`src/hw/rtl/ilb_pkg.sv`:
```
// ----------------------------------------------------------------------------
// ilb_pkg: shared types and constants for the integer literal converter
// Word formats, literal state, radix and prefix codes, register indexes.
// ----------------------------------------------------------------------------
package ilb_pkg;

	localparam int unsigned MAX_BYTES_DEF = 8;
	localparam int unsigned VALUE_BYTES   = 8;
	localparam int unsigned BYTE_IDX_W    = $clog2(VALUE_BYTES);

	localparam logic CFG_BYTES_IN_USE = 1'b0;
	localparam logic CFG_BIG_ENDIAN   = 1'b1;

	localparam logic [7:0] CH_MINUS   = 8'h2D;
	localparam logic [7:0] CH_ZERO    = 8'h30;
	localparam logic [7:0] CH_NINE    = 8'h39;
	localparam logic [7:0] CH_UP_A    = 8'h41;
	localparam logic [7:0] CH_UP_B    = 8'h42;
	localparam logic [7:0] CH_UP_F    = 8'h46;
	localparam logic [7:0] CH_UP_X    = 8'h58;
	localparam logic [7:0] CH_LOW_A   = 8'h61;
	localparam logic [7:0] CH_LOW_B   = 8'h62;
	localparam logic [7:0] CH_LOW_F   = 8'h66;
	localparam logic [7:0] CH_LOW_X   = 8'h78;
	localparam logic [4:0] DIGIT_NONE = 5'd16;
	localparam logic [6:0] BITCNT_MAX = 7'd127;

	typedef enum logic [1:0] {
		RADIX_DEC,
		RADIX_BIN,
		RADIX_OCT,
		RADIX_HEX
	} radix_t;

	typedef enum logic [1:0] {
		PH_START,
		PH_AFTER_MINUS,
		PH_AFTER_ZERO,
		PH_DIGITS
	} phase_t;

	typedef struct packed {
		logic [7:0] character;
		logic       first;
		logic       last;
	} ilb_in_t;

	typedef struct packed {
		logic [63:0] value;
		logic [3:0]  byte_count;
		logic        overflow;
		logic        bad_digit;
	} ilb_out_t;

	typedef struct packed {
		logic [63:0] acc;
		radix_t      radix;
		phase_t      phase;
		logic [6:0]  bitcnt;
		logic        neg;
		logic        ovf;
		logic        bad;
	} ilb_lit_t;

	localparam ilb_lit_t LIT_CLEAR = '{64'd0, RADIX_DEC, PH_START, 7'd0, 1'b0, 1'b0, 1'b0};

endpackage

```
`src/hw/rtl/ilb_step.sv`:
```
// ----------------------------------------------------------------------------
// ilb_step: per-character literal state update
// Holds the literal state and computes its next value for one character.
// ----------------------------------------------------------------------------
module ilb_step
	import ilb_pkg::*;
(
	input  logic     clk,
	input  logic     arst_n,
	input  logic     fire,
	input  ilb_in_t  in_s1,
	output ilb_lit_t lit_next
);

	ilb_lit_t    lit_q;
	ilb_lit_t    cur;
	logic        take;
	logic [7:0]  ch;
	logic [4:0]  dig;
	logic [4:0]  limit;
	logic [67:0] dsum;
	logic [63:0] shifted;
	logic        hi_busy;
	logic [2:0]  kbits;
	logic [7:0]  bsum;

	assign ch = in_s1.character;

	always_comb begin
		if (ch >= CH_ZERO && ch <= CH_NINE) begin
			dig = 5'(ch - CH_ZERO);
		end else if (ch >= CH_UP_A && ch <= CH_UP_F) begin
			dig = 5'(ch - CH_UP_A) + 5'd10;
		end else if (ch >= CH_LOW_A && ch <= CH_LOW_F) begin
			dig = 5'(ch - CH_LOW_A) + 5'd10;
		end else begin
			dig = DIGIT_NONE;
		end
	end

	always_comb begin
		cur = in_s1.first ? LIT_CLEAR : lit_q;
		lit_next = cur;
		take = 1'b0;
		unique case (cur.phase)
			PH_START, PH_AFTER_MINUS: begin
				if (ch == CH_MINUS && cur.phase == PH_START) begin
					lit_next.neg = 1'b1;
					lit_next.phase = PH_AFTER_MINUS;
				end else if (ch == CH_ZERO) begin
					lit_next.phase = PH_AFTER_ZERO;
				end else begin
					lit_next.radix = RADIX_DEC;
					lit_next.phase = PH_DIGITS;
					take = 1'b1;
				end
			end
			PH_AFTER_ZERO: begin
				lit_next.phase = PH_DIGITS;
				if (ch == CH_LOW_B || ch == CH_UP_B) begin
					lit_next.radix = RADIX_BIN;
				end else if (ch == CH_LOW_X || ch == CH_UP_X) begin
					lit_next.radix = RADIX_HEX;
				end else begin
					lit_next.radix = RADIX_OCT;
					take = 1'b1;
				end
			end
			PH_DIGITS: begin
				take = 1'b1;
			end
		endcase

		unique case (lit_next.radix)
			RADIX_DEC: begin
				limit = 5'd10;
				kbits = 3'd0;
				hi_busy = 1'b0;
				shifted = cur.acc;
			end
			RADIX_BIN: begin
				limit = 5'd2;
				kbits = 3'd1;
				hi_busy = cur.acc[63];
				shifted = {cur.acc[62:0], dig[0]};
			end
			RADIX_OCT: begin
				limit = 5'd8;
				kbits = 3'd3;
				hi_busy = |cur.acc[63:61];
				shifted = {cur.acc[60:0], dig[2:0]};
			end
			RADIX_HEX: begin
				limit = 5'd16;
				kbits = 3'd4;
				hi_busy = |cur.acc[63:60];
				shifted = {cur.acc[59:0], dig[3:0]};
			end
		endcase

		dsum = {1'b0, cur.acc, 3'b000} + {3'b000, cur.acc, 1'b0} + 68'(dig);
		bsum = {1'b0, cur.bitcnt} + 8'(kbits);

		if (take) begin
			if (dig >= limit) begin
				lit_next.bad = 1'b1;
			end else if (lit_next.radix == RADIX_DEC) begin
				if (|dsum[67:64]) begin
					lit_next.ovf = 1'b1;
					lit_next.acc = '1;
				end else begin
					lit_next.acc = dsum[63:0];
				end
			end else begin
				if (hi_busy) begin
					lit_next.ovf = 1'b1;
					lit_next.acc = '1;
				end else begin
					lit_next.acc = shifted;
				end
				lit_next.bitcnt = bsum[7] ? BITCNT_MAX : bsum[6:0];
			end
		end
	end

	always_ff @(posedge clk or negedge arst_n) begin
		if (!arst_n) begin
			lit_q <= LIT_CLEAR;
		end else if (fire) begin
			lit_q <= in_s1.last ? LIT_CLEAR : lit_next;
		end
	end

endmodule

```
`src/hw/rtl/ilb_format.sv`:
```
// ----------------------------------------------------------------------------
// ilb_format: result formatting for a finished literal
// Sizes, saturates, negates and orders the bytes and counts significant bytes.
// ----------------------------------------------------------------------------
module ilb_format
	import ilb_pkg::*;
#(
	parameter int unsigned MAX_BYTES = MAX_BYTES_DEF
) (
	input  ilb_lit_t   lit,
	input  logic [3:0] bytes_in_use,
	input  logic       big_endian,
	output ilb_out_t   result
);

	logic [3:0]                   size;
	logic [VALUE_BYTES-1:0]       nz;
	logic [VALUE_BYTES-1:0]       en;
	logic [3:0]                   sig;
	logic [3:0]                   whole;
	logic [4:0]                   n_raw;
	logic [4:0]                   n_bits;
	logic                         ovf;
	logic [63:0]                  negv;
	logic [VALUE_BYTES-1:0][7:0]  vb;
	logic [VALUE_BYTES-1:0][7:0]  sb;
	logic [3:0]                   idx [VALUE_BYTES];

	always_comb begin
		if (bytes_in_use == 4'd0) begin
			size = 4'd1;
		end else if (bytes_in_use > 4'(MAX_BYTES)) begin
			size = 4'(MAX_BYTES);
		end else begin
			size = bytes_in_use;
		end
	end

	always_comb begin
		sig = 4'd0;
		for (int i = 0; i < VALUE_BYTES; i++) begin
			nz[i] = |lit.acc[8*i +: 8];
			en[i] = 4'(i) < size;
			if (nz[i]) begin
				sig = 4'(i + 1);
			end
		end
	end

	assign whole = lit.bitcnt[6:3];
	assign n_bits = {1'b0, whole} + ((sig > whole) ? 5'd1 : 5'd0);

	always_comb begin
		if (lit.phase != PH_DIGITS) begin
			n_raw = 5'd1;
		end else if (lit.radix == RADIX_DEC) begin
			n_raw = (sig == 4'd0) ? 5'd1 : {1'b0, sig};
		end else begin
			n_raw = n_bits;
		end
	end

	assign ovf = lit.ovf || (sig > size);
	assign negv = ~lit.acc + 64'd1;

	always_comb begin
		for (int i = 0; i < VALUE_BYTES; i++) begin
			if (!en[i]) begin
				vb[i] = 8'h00;
			end else if (ovf) begin
				vb[i] = 8'hFF;
			end else if (lit.neg) begin
				vb[i] = negv[8*i +: 8];
			end else begin
				vb[i] = lit.acc[8*i +: 8];
			end
		end
		for (int j = 0; j < VALUE_BYTES; j++) begin
			idx[j] = size - 4'd1 - 4'(j);
			sb[j] = en[j] ? vb[idx[j][BYTE_IDX_W-1:0]] : 8'h00;
		end
	end

	always_comb begin
		result.value = big_endian ? sb : vb;
		result.byte_count = (n_raw > {1'b0, size}) ? size : n_raw[3:0];
		result.overflow = ovf;
		result.bad_digit = lit.bad;
	end

endmodule

```
`src/hw/rtl/integer_literal_to_bytes_core.sv`:
```
// ----------------------------------------------------------------------------
// integer_literal_to_bytes_core: ASCII integer literal to binary converter
// Parses a literal one character per word and returns its sized byte image.
// ----------------------------------------------------------------------------
//
//   Channel  Direction  Word            Carries
//   in       sink       ilb_in_t        character, first, last
//   out      source     ilb_out_t       value, byte_count, overflow, bad_digit
//   cfg      sink       index + data    bytes_in_use (0), big_endian (1)
//
// One character word is taken per cycle unless a final character waits for the finished-literal register.
// After its last character is taken, a result passes through the finished-literal register and the output register.
// The character register, the finished-literal register and the output
// register form a three-stage pipeline with back-pressure from out_ready.
// Non-final characters never wait on the output side.
// Reset clears all valid flags and the literal state, and sets the configuration to eight bytes, little-endian.
module integer_literal_to_bytes_core
	import ilb_pkg::*;
#(
	parameter int unsigned MAX_BYTES = MAX_BYTES_DEF
) (
	input  logic       clk,
	input  logic       arst_n,
	input  logic       in_valid,
	output logic       in_ready,
	input  ilb_in_t    in_word,
	output logic       out_valid,
	input  logic       out_ready,
	output ilb_out_t   out_word,
	input  logic       cfg_valid,
	output logic       cfg_ready,
	input  logic       cfg_index,
	input  logic [3:0] cfg_data
);

	logic [3:0] size_cfg_q;
	logic       big_endian_q;
	logic       valid_s1;
	ilb_in_t    in_s1;
	logic       valid_s2;
	ilb_lit_t   lit_s2;
	ilb_lit_t   lit_next;
	logic       out_valid_q;
	ilb_out_t   out_word_q;
	ilb_out_t   fmt;
	logic       out_free;
	logic       s2_free;
	logic       step_fire;

	assign cfg_ready = 1'b1;

	always_ff @(posedge clk or negedge arst_n) begin
		if (!arst_n) begin
			size_cfg_q <= 4'd8;
			big_endian_q <= 1'b0;
		end else if (cfg_valid) begin
			unique case (cfg_index)
				CFG_BYTES_IN_USE: size_cfg_q <= cfg_data;
				CFG_BIG_ENDIAN:   big_endian_q <= cfg_data[0];
			endcase
		end
	end

	assign out_free = !out_valid_q || out_ready;
	assign s2_free = !valid_s2 || out_free;
	assign step_fire = valid_s1 && (!in_s1.last || s2_free);
	assign in_ready = !valid_s1 || step_fire;

	always_ff @(posedge clk or negedge arst_n) begin
		if (!arst_n) begin
			valid_s1 <= 1'b0;
		end else if (in_ready) begin
			valid_s1 <= in_valid;
		end
	end

	always_ff @(posedge clk) begin
		if (in_valid && in_ready) begin
			in_s1 <= in_word;
		end
	end

	ilb_step u_step (
		.clk      (clk),
		.arst_n   (arst_n),
		.fire     (step_fire),
		.in_s1    (in_s1),
		.lit_next (lit_next)
	);

	always_ff @(posedge clk or negedge arst_n) begin
		if (!arst_n) begin
			valid_s2 <= 1'b0;
		end else if (s2_free) begin
			valid_s2 <= step_fire && in_s1.last;
		end
	end

	always_ff @(posedge clk) begin
		if (s2_free && step_fire && in_s1.last) begin
			lit_s2 <= lit_next;
		end
	end

	ilb_format #(
		.MAX_BYTES (MAX_BYTES)
	) u_format (
		.lit          (lit_s2),
		.bytes_in_use (size_cfg_q),
		.big_endian   (big_endian_q),
		.result       (fmt)
	);

	always_ff @(posedge clk or negedge arst_n) begin
		if (!arst_n) begin
			out_valid_q <= 1'b0;
		end else if (out_free) begin
			out_valid_q <= valid_s2;
		end
	end

	always_ff @(posedge clk) begin
		if (out_free && valid_s2) begin
			out_word_q <= fmt;
		end
	end

	assign out_valid = out_valid_q;
	assign out_word = out_word_q;

	assert property (@(posedge clk) disable iff (!arst_n)
		valid_s1 && !in_s1.last |-> in_ready)
		else $error("non-final character stalled the input");

	assert property (@(posedge clk) disable iff (!arst_n)
		out_valid && out_word.overflow |-> out_word.value[7:0] == 8'hFF)
		else $error("overflow result is not saturated");

	assert property (@(posedge clk) disable iff (!arst_n)
		out_valid |-> out_word.byte_count <= 4'(MAX_BYTES))
		else $error("byte count exceeds the maximum size");

	assert property (@(posedge clk) disable iff (!arst_n)
		valid_s2 && !out_free |=> valid_s2 && $stable(lit_s2))
		else $error("finished literal lost while the output stalled");

endmodule
```
`config.mk`:
```
export PLATFORM = sky130hd
export DESIGN_NAME = integer_literal_to_bytes_core
export DESIGN_NICKNAME = d
export VERILOG_FILES = /design/src/hw/rtl/ilb_pkg.sv /design/src/hw/rtl/ilb_step.sv /design/src/hw/rtl/ilb_format.sv /design/src/hw/rtl/integer_literal_to_bytes_core.sv
export SDC_FILE = /design/constraint.sdc
export NUM_CORES = 1
export LEC_CHECK = 0
export BUFFER_PORTS_ARGS = -buffer_cell sky130_fd_sc_hd__buf_2
export CAP_MARGIN = 10
export CORE_UTILIZATION = 35
export CTS_BUF_LIST = sky130_fd_sc_hd__clkbuf_16
export DETAILED_ROUTE_END_ITERATION = 10
export SLEW_MARGIN = 25
export SYNTH_ARGS = -nofsm -noshare
export SYNTH_HDL_FRONTEND = slang
export SYNTH_SLANG_ARGS = --single-unit
export TNS_END_PERCENT = 1
```
`constraint.sdc`:
```
create_clock -name clk -period 6.2 [get_ports clk]
set_input_delay 1.55 -clock clk [delete_from_list [all_inputs] [get_ports clk]]
set_output_delay 1.55 -clock clk [all_outputs]
set_load 0.02 [all_outputs]
```
==> summary.txt, run 1 <==
Route
  – Initial DRC Count: 2,245
  – First-pass iteration count of the detailed router: 11
  – Antenna Violating Nets Remaining: 0
  – Vias: 20,090
  – Final WL: 73.19 mm
  – Via density: around 6
  – DR WL/cell: about 22 microns
  – DRC violations left: 14

Global route
  – Initial antenna violation count: 1
  – Largest net degree at the start of global routing: roughly 90
  – Gr ovfl total: 0
  – GRT Overall Usage: 23.34%
  – Number of global-route vias before repair: 18,830
  – First-pass GRT wire length: 112.2 mm

CTS
  – Clock latency on the worst-skew pair: 0.60 ns
  – TritonCTS clock tree: done
  – Num CTS Buffers: 27
  – Worst-path clk slew: 0.06 ns
  – Hold buffer count at cts: 0
  – CTS sink count: about 240
  – CTS H-tree lvls: 1
  – Clk root buf: clkbuf_16
  – Max Buffers Root-to-Sink: 3

Yosys
  – Syn Nets: ~2,700
  – Post-synthesis async set-or-reset flop share: 35.68%
  – Synth Instances: 2,486
  – Synthesized cell area: 21,130 sq um
  – Most common flop cell mapped by yosys: edfxtp_1
  – Sequential fraction of the synthesis area: 32.21%
  – FF+latch count, synth: 241
  – Synth cell types: 90
  – Mean post-synth cell area: 8.501 sq um
  – Yosys warnings: 0
  – EDFF count, synth: 155

Placed design
  – PortBufs: roughly 90
  – GPL Wtd Cong: 1.050
  – Dpl hpwl: 55.17 mm

Timing
  – Slew @ Worst Pin: 0.9215 ns
  – Final setup vio count: 0
  – Max_slew headroom: around two fifths
  – Setup TNS: 0 ns
  – Hold Vio Cnt, Final: 0
  – Tmin final: roughly 5.9 ns
  – Fin Hold WS: around 0.42 ns
  – Final Max Tran Viols: 0
  – Final Cycle Share: 94.96%
  – Clk_skew: 0.04445 ns
  – RSZ-0062 raised after global routing: false
  – Fmax achieved: 169.9 MHz

Pwr
  – Max rail drop VDD: 0.2138 mV
  – PwrDens: 229.2 nW/um^2
  – Tot Pwr: 5.386 mW
  – Pleak: 9.586 nW

Floorplan
  – Initial Util: a little over a third
  – Core Footprint: between 50,000 and 60,000 sq um
  – Die Y: 247.7 microns
  – Number of I/O pins: 93
  – Row Count: 89
  – Die Area: 61,370 sq um
  – Die X: 247.7 microns

Finish
  – Final net count: 2,695
  – Synth-to-Final Area Change: 11.20%
  – Layout cells sized above 1: 10.47%
  – Filler cells: 5,974
  – Diode count: 0

Status
  – Outcome: complete, but fails checks
  – Failing checks: DRC

Worst hold path
  – HP Class: register to register

Worst setup path
  – Crit-path max FO: 40
  – CP endpoint kind: register
  – Crit path kind: register to register
  – CP Launch Type: register
  – CP arrival: between 6 and 7 ns
  – Critical Path RT: about 6.6 ns

Run
  – Max Cap Viol: 0
## synthesized netlist by cell type, drive strengths merged (14+ instances only)
| cell | count | area [sq um] |
|---|---|---|
| a31oi | 23 | 143.9 |
| o21ai | 141 | 709.4 |
| buf | 34 | 193.9 |
| nand2 | 330 | 1239 |
| nand3 | 43 | 215.2 |
| nor2 | 206 | 773.2 |
| nand4 | 34 | 240.2 |
| ha | 159 | 1989 |
| dfrtp | 85 | 2127 |
| a21oi | 175 | 879.6 |
| mux2 | 14 | 157.7 |
| nand2b | 22 | 137.6 |
| mux2i | 45 | 450.4 |
| xor2 | 75 | 656.9 |
| a21o | 33 | 247.7 |
| a211oi | 83 | 623.1 |
| a22o | 68 | 595.6 |
| xnor2 | 50 | 437.9 |
| a22oi | 27 | 207.7 |
| clkbuf | 127 | 480.5 |
| o211ai | 14 | 105.1 |
| or3 | 18 | 122.6 |
| inv | 56 | 210.2 |
| o31ai | 142 | 1080 |
| and2 | 15 | 93.84 |
| nor3 | 31 | 155.2 |
| nor4 | 24 | 180.2 |
| edfxtp | 155 | 4654 |
| nor2b | 79 | 494.2 |
## layer usage
layer	global-route usage, %	part of all wire (%)
met1	32.47	44
met2	36.72	45
met3	2.401	6.8
met4	9.744	4.4
met5	0	0.018
## placed cells by master, fill, tap and decap left out, types with 61 or more instances in the layout
master,n
ha_1,157
buf_2,90
a22o_1,68
nor2_1,203
o21ai_0,133
dfrtp_1,84
xor2_1,75
a21oi_1,172
nand2_1,328
edfxtp_1,155
a211oi_1,83
o31ai_1,141
nor2b_1,79
buf_4,61
## cells by family after synthesis
group | synth area share [%]
buffers and inverters | 4.257
and+or+nand+nor | 19.01
muxes | 2.877
AOI/OAI and AO/OA | 26.65
other | 0.01774
xor gates and xnor gates | 5.180
DFF | 32.21
adders and majority gates | 9.792
## flip-flops by register name, summed over array words and instances, names as in the netlist
name          cells
big_endian_q      1
in_s1            10
out_valid         1
size_cfg_q        4
valid_s2          1
u_step.lit_q     78
lit_s2           75
out_word         70
valid_s1          1
## layout make-up
cell class | instances | area (sq um) | area share (%)
inverter | 60 | 225.2 | 0.9584
clock buffer | 27 | 675.6 | 2.875
multi-input combinational | 2024 | 13530 | 57.59
timing repair buffer | 158 | 1049 | 4.462
sequential | 241 | 6809 | 28.97
clock inverter | 22 | 240.2 | 1.022
tap | 773 | 967.2 | 4.116
## critical path, stage by stage (launching register included)
cell and delay, ns:
edfxtp_1 0.47, inv_1 0.16, ha_1 0.20, or3b_2 0.49, and3_1 0.22, a21oi_2 0.20
fa_1 0.45, ha_1 0.35, o211ai_1 0.11, o21ai_2 0.21, a41oi_1 0.22, o21ai_2 0.25
a31oi_1 0.12, buf_4 0.19, o41ai_4 0.36, a211oi_1 0.19, or4_1 0.45, nand4_2 0.15
buf_12 0.23, buf_4 0.23, nor2_1 0.08, o31ai_1 0.28
## final timing paths
kind / depth (start not counted) / endpoint / from / slack [ns]
min in group asynchronous: 1 / u_step.lit_q[71] / arst_n / 1.03
setup / recovery: 21 / lit_s2[54] / in_s1[2] / 0.31
hold reg to reg: 0 / out_word[0] / lit_s2[0] / 0.42
setup reg to reg: 21 / lit_s2[54] / in_s1[2] / 0.31
hold / removal: 0 / out_word[0] / lit_s2[0] / 0.42
max in group asynchronous: 2 / big_endian_q / arst_n / 4.08
## through the flow
| stage | utilization (%) | setup WS [ns] | cell area (sq um) | instances |
|---|---|---|---|---|
| after floorplan | - | 0.8016 | 21130 | 2486 |
| after global placement | 37.95 | 0.3111 | 22530 | 3255 |
| after detailed placement | 37.97 | 0.1867 | 22530 | 3255 |
| after CTS | 39.51 | 0.1316 | 23450 | 3304 |
| after global routing | 39.59 | 0.01114 | 23500 | 3305 |
| final | 39.59 | 0.3127 | 23500 | 3305 |
## power by group
part	internal, mW	switching (mW)
clock network	0.970	0.731
logic	0.552	1.19
registers	1.88	0.0653
## repair_timing
action | 4_1_cts | 5_1_grt
setup buffers | 0 | 1
endpoints found under the setup margin | 0 | 81
gates resized for setup | 0 | 7
Note: power is estimated with default switching activity, not from simulation.
==> run 2: changes to the inputs <==
--- a/config.mk
+++ b/config.mk
@@ -5,6 +5,7 @@
 export SDC_FILE = /design/constraint.sdc
 export NUM_CORES = 1
 export LEC_CHECK = 0
+export ABC_AREA = 1
 export BUFFER_PORTS_ARGS = -buffer_cell sky130_fd_sc_hd__buf_2
 export CAP_MARGIN = 10
 export CORE_UTILIZATION = 35
==> run 2 against run 1 <==
Effect of this change: the run now ends clean; routed wire length up 25%; combinational power about the same; die area up 15%; sequential cell count unchanged; largest cell class unchanged.
==> summary.txt, run 2 <==
Timing
  – Post-layout worst setup margin: 1.243 ns (was 0.3127 ns)
  – Tmin final: 4.957 ns (was 5.887 ns)
  – RSZ-0062 raised after global routing: false (unchanged)
  – Clk_skew: 0.02426 ns (was 0.04445 ns)
  – Hold Vio Cnt, Final: 0 (unchanged)
  – Fmax achieved: 201.7 MHz (was 169.9 MHz)
  – Slew @ Worst Pin: 0.9556 ns (was 0.9215 ns)
  – Setup TNS: 0 ns (unchanged)
  – Max_slew headroom: 36.30% (was 38.57%)
  – Final Max Tran Viols: 0 (unchanged)
  – Final setup vio count: 0 (unchanged)
  – Final Cycle Share: 79.95% (was 94.96%)

CTS
  – TritonCTS clock tree: done (unchanged)
  – CTS sink count: 241 (unchanged)
  – Worst-path clk slew: 0.07 ns (was 0.06 ns)
  – Num CTS Buffers: 26 (was 27)
  – CTS H-tree lvls: 1 (unchanged)
  – Setup bufs post-CTS: 0 (unchanged)
  – Hold buffer count at cts: 0 (unchanged)
  – Resize count post-CTS: 0 (unchanged)
  – Clk root buf: clkbuf_16 (unchanged)
  – Max Buffers Root-to-Sink: 3 (unchanged)
  – Clock latency on the worst-skew pair: 0.57 ns (was 0.60 ns)

Worst setup path
  – CP Launch Type: register (unchanged)
  – CP arrival: 5.21 ns (was 6.26 ns)
  – Crit path kind: register to register (unchanged)
  – Crit-path max FO: 22 (was 40)
  – Critical Path RT: 6.45 ns (was 6.57 ns)
  – CP endpoint kind: register (unchanged)

Pwr
  – P_sw: 2.057 mW (was 1.987 mW)
  – Pleak: 13.90 nW (was 9.586 nW)
  – Max rail drop VDD: 0.1575 mV (was 0.2138 mV)
  – Combinational power share: 33.7% (was 32.4%)
  – Internal power: 3.183 mW (was 3.399 mW)
  – PwrDens: 197.9 nW/um^2 (was 229.2 nW/um^2)
  – Tot Pwr: 5.239 mW (was 5.386 mW)
  – Clk pwr share: 29.0% (was 31.6%)
  – Sw Share: 39.25% (was 36.89%)
  – Sequential power share: 37.3% (was 36.1%)

Yosys
  – Sequential fraction of the synthesis area: 27.91% (was 32.21%)
  – Synth Instances: 3,841 (was 2,486)
  – Post-synthesis async set-or-reset flop share: 35.68% (unchanged)
  – FF+latch count, synth: 241 (unchanged)
  – Syn Nets: 4,024 (was 2,669)
  – Synthesized cell area: 24,390 sq um (was 21,130 sq um)
  – Synth area leaders: nand2_1, edfxtp_1, dfrtp_1 (was edfxtp_1, dfrtp_1, ha_1)
  – Most frequent cells after synthesis: nand2_1, inv_1, nand3_1, nor2_1, a21oi_1 (was nand2_1, nor2_1, a21oi_1, ha_1, edfxtp_1)
  – Mean post-synth cell area: 6.350 sq um (was 8.501 sq um)
  – Cell accounting for the most synthesized area: nand2_1 (was edfxtp_1)
  – Cell with the most instances after synthesis: nand2_1 (unchanged)
  – EDFF count, synth: 155 (unchanged)
  – Top cell type's share of synthesized area: 21.81% (was 22.02%)
  – Synth cell types: 62 (was 90)
  – Most common flop cell mapped by yosys: edfxtp_1 (unchanged)
  – Yosys warnings: 0 (unchanged)

Placed design
  – GPL Wtd Cong: 0.9893 (was 1.050)
  – Dpl hpwl: 71.43 mm (was 55.17 mm)
  – PortBufs: 91 (unchanged)
  – Dpl ws: 1.295 ns (was 0.1867 ns)

Status
  – Outcome: finished clean (was complete, but fails checks)

Worst hold path
  – HP Class: register to register (unchanged)

Route
  – First-pass iteration count of the detailed router: 6 (was 11)
  – DR WL/cell: 18.97 microns (was 22.15 microns)
  – Initial DRC Count: 2,768 (was 2,245)
  – Antenna Violating Nets Remaining: 0 (unchanged)
  – Via density: 5.310 (was 6.079)
  – Vias: 25,570 (was 20,090)
  – DRC violations left: 0 (was 14)
  – Final WL: 91.34 mm (was 73.19 mm)

Global route
  – Initial antenna violation count: 0 (was 1)
  – First-pass GRT wire length: 139.7 mm (was 112.2 mm)
  – Number of global-route vias before repair: 23,620 (was 18,830)
  – GRT Overall Usage: 25.42% (was 23.34%)
  – Largest net degree at the start of global routing: 85 (was 92)
  – Gr ovfl total: 0 (unchanged)

Finish
  – Most frequent cells in the layout: nand2_1, inv_1, nand3_1 (was nand2_1, nor2_1, a21oi_1)
  – Multi-input gate area: 15,240 sq um (was 13,530 sq um)
  – Final net count: 4,049 (was 2,695)
  – Max reg flops: 78 (unchanged)
  – Layout cells sized above 1: 7.696% (was 10.47%)
  – Sequential Area: 6808 sq um (was 6809 sq um)
  – Filler cells: 7,485 (was 5,974)
  – Largest regs: u_step.lit_q: 78 flops, lit_s2: 75 flops, out_word: 70 flops (unchanged)
  – Diode count: 0 (unchanged)
  – Commonest non-fill, non-tap cell in the layout: nand2_1 (unchanged)
  – Top reg by flops: u_step.lit_q (unchanged)
  – Synth-to-Final Area Change: 8.531% (was 11.20%)

Floorplan
  – Number of I/O pins: 93 (unchanged)
  – Core Footprint: 68,830 sq um (was 59,350 sq um)
  – Die X: 266.0 microns (was 247.7 microns)
  – Initial Util: 35.44% (was 35.61%)
  – Die Y: 266.0 microns (was 247.7 microns)
  – Row Count: 96 (was 89)
  – Die Area: 70,750 sq um (was 61,370 sq um)

Run
  – Max Cap Viol: 0 (unchanged)
run 2: final timing paths:
path	depth (start not counted)	slack [ns]	to	startpoint
min in group asynchronous	1	0.96	big_endian_q	arst_n
worst max-delay path	27	1.24	lit_s2[30]	in_s1[2]
worst min register to register	0	0.42	out_word[0]	lit_s2[0]
worst max register to register	27	1.24	lit_s2[30]	in_s1[2]
worst min-delay path	0	0.42	out_word[0]	lit_s2[0]
max in group asynchronous	2	4.02	u_step.lit_q[22]	arst_n
run 2: metal layers:
metal / global-route usage [%] / share of wire [%]
met4: 9.972 / 4.1
met5: 0 / 0
met2: 40.56 / 44
met3: 2.893 / 7.4
met1: 34.97 / 44
run 2: stage by stage:
stage	hold slack, ns	std cells	area [sq um]	utilization, %
finish	0.4232	4816	26470	38.46
global placement	0.4014	4769	25670	37.30
CTS	0.4247	4816	26470	38.46
floorplan	0.4003	3841	24390	-
global route	0.4262	4816	26470	38.46
detailed placement	0.4242	4769	25670	37.30
run 2: power by group through the flow:
| stage | Combinational, mW | Sequential [mW] | Clock, mW |
|---|---|---|---|
| final | 1.76 | 1.96 | 1.52 |
| after global routing | 1.91 | 1.97 | 1.60 |
| after CTS | 1.72 | 1.96 | 1.55 |
| after detailed placement | 1.71 | 1.99 | 0 |
| after global placement | 1.71 | 1.99 | 0 |
| after floorplan | 1.08 | 2.05 | 0 |
run 2: worst max-delay path, cell delays in order (launching register included):
cell and delay, ns:
edfxtp_1 0.44, inv_1 0.17, ha_1 0.18, nand3b_1 0.12
nand3_2 0.14, o21ai_2 0.11, o21ai_0 0.12, buf_4 0.18
fa_1 0.51, fa_1 0.48, inv_1 0.12, nand3_1 0.09
nand2_2 0.13, nand2_2 0.06, nand2_2 0.10, nand2_2 0.09
nand2_4 0.10, nand2_2 0.07, nand2_4 0.09, nand2_2 0.10
nand2_2 0.09, nand2_1 0.05, nand2_1 0.07, nand2_2 0.06
nor2_4 0.54, nand2_1 0.12, nand2_1 0.11, a21boi_0 0.19
run 2: area by class of cell:
cell class,count,share of cell area [%]
timing repair buffer,132,3.034
sequential,241,25.72
tap,931,4.400
clock inverter,20,0.4774
multi-input combinational,3024,57.57
inverter,441,6.253
clock buffer,27,2.552
run 2: cells by family after synthesis:
logic type	count (synthesis)	synth area share (%)
XOR/XNOR	47	1.719
buffers and inverters	576	9.782
AND/OR/NAND/NOR	2286	39.52
AO/OA/AOI/OAI	527	12.57
adder cells (fa/ha/maj)	163	8.485
flip-flops	241	27.91
other	1	0.01537
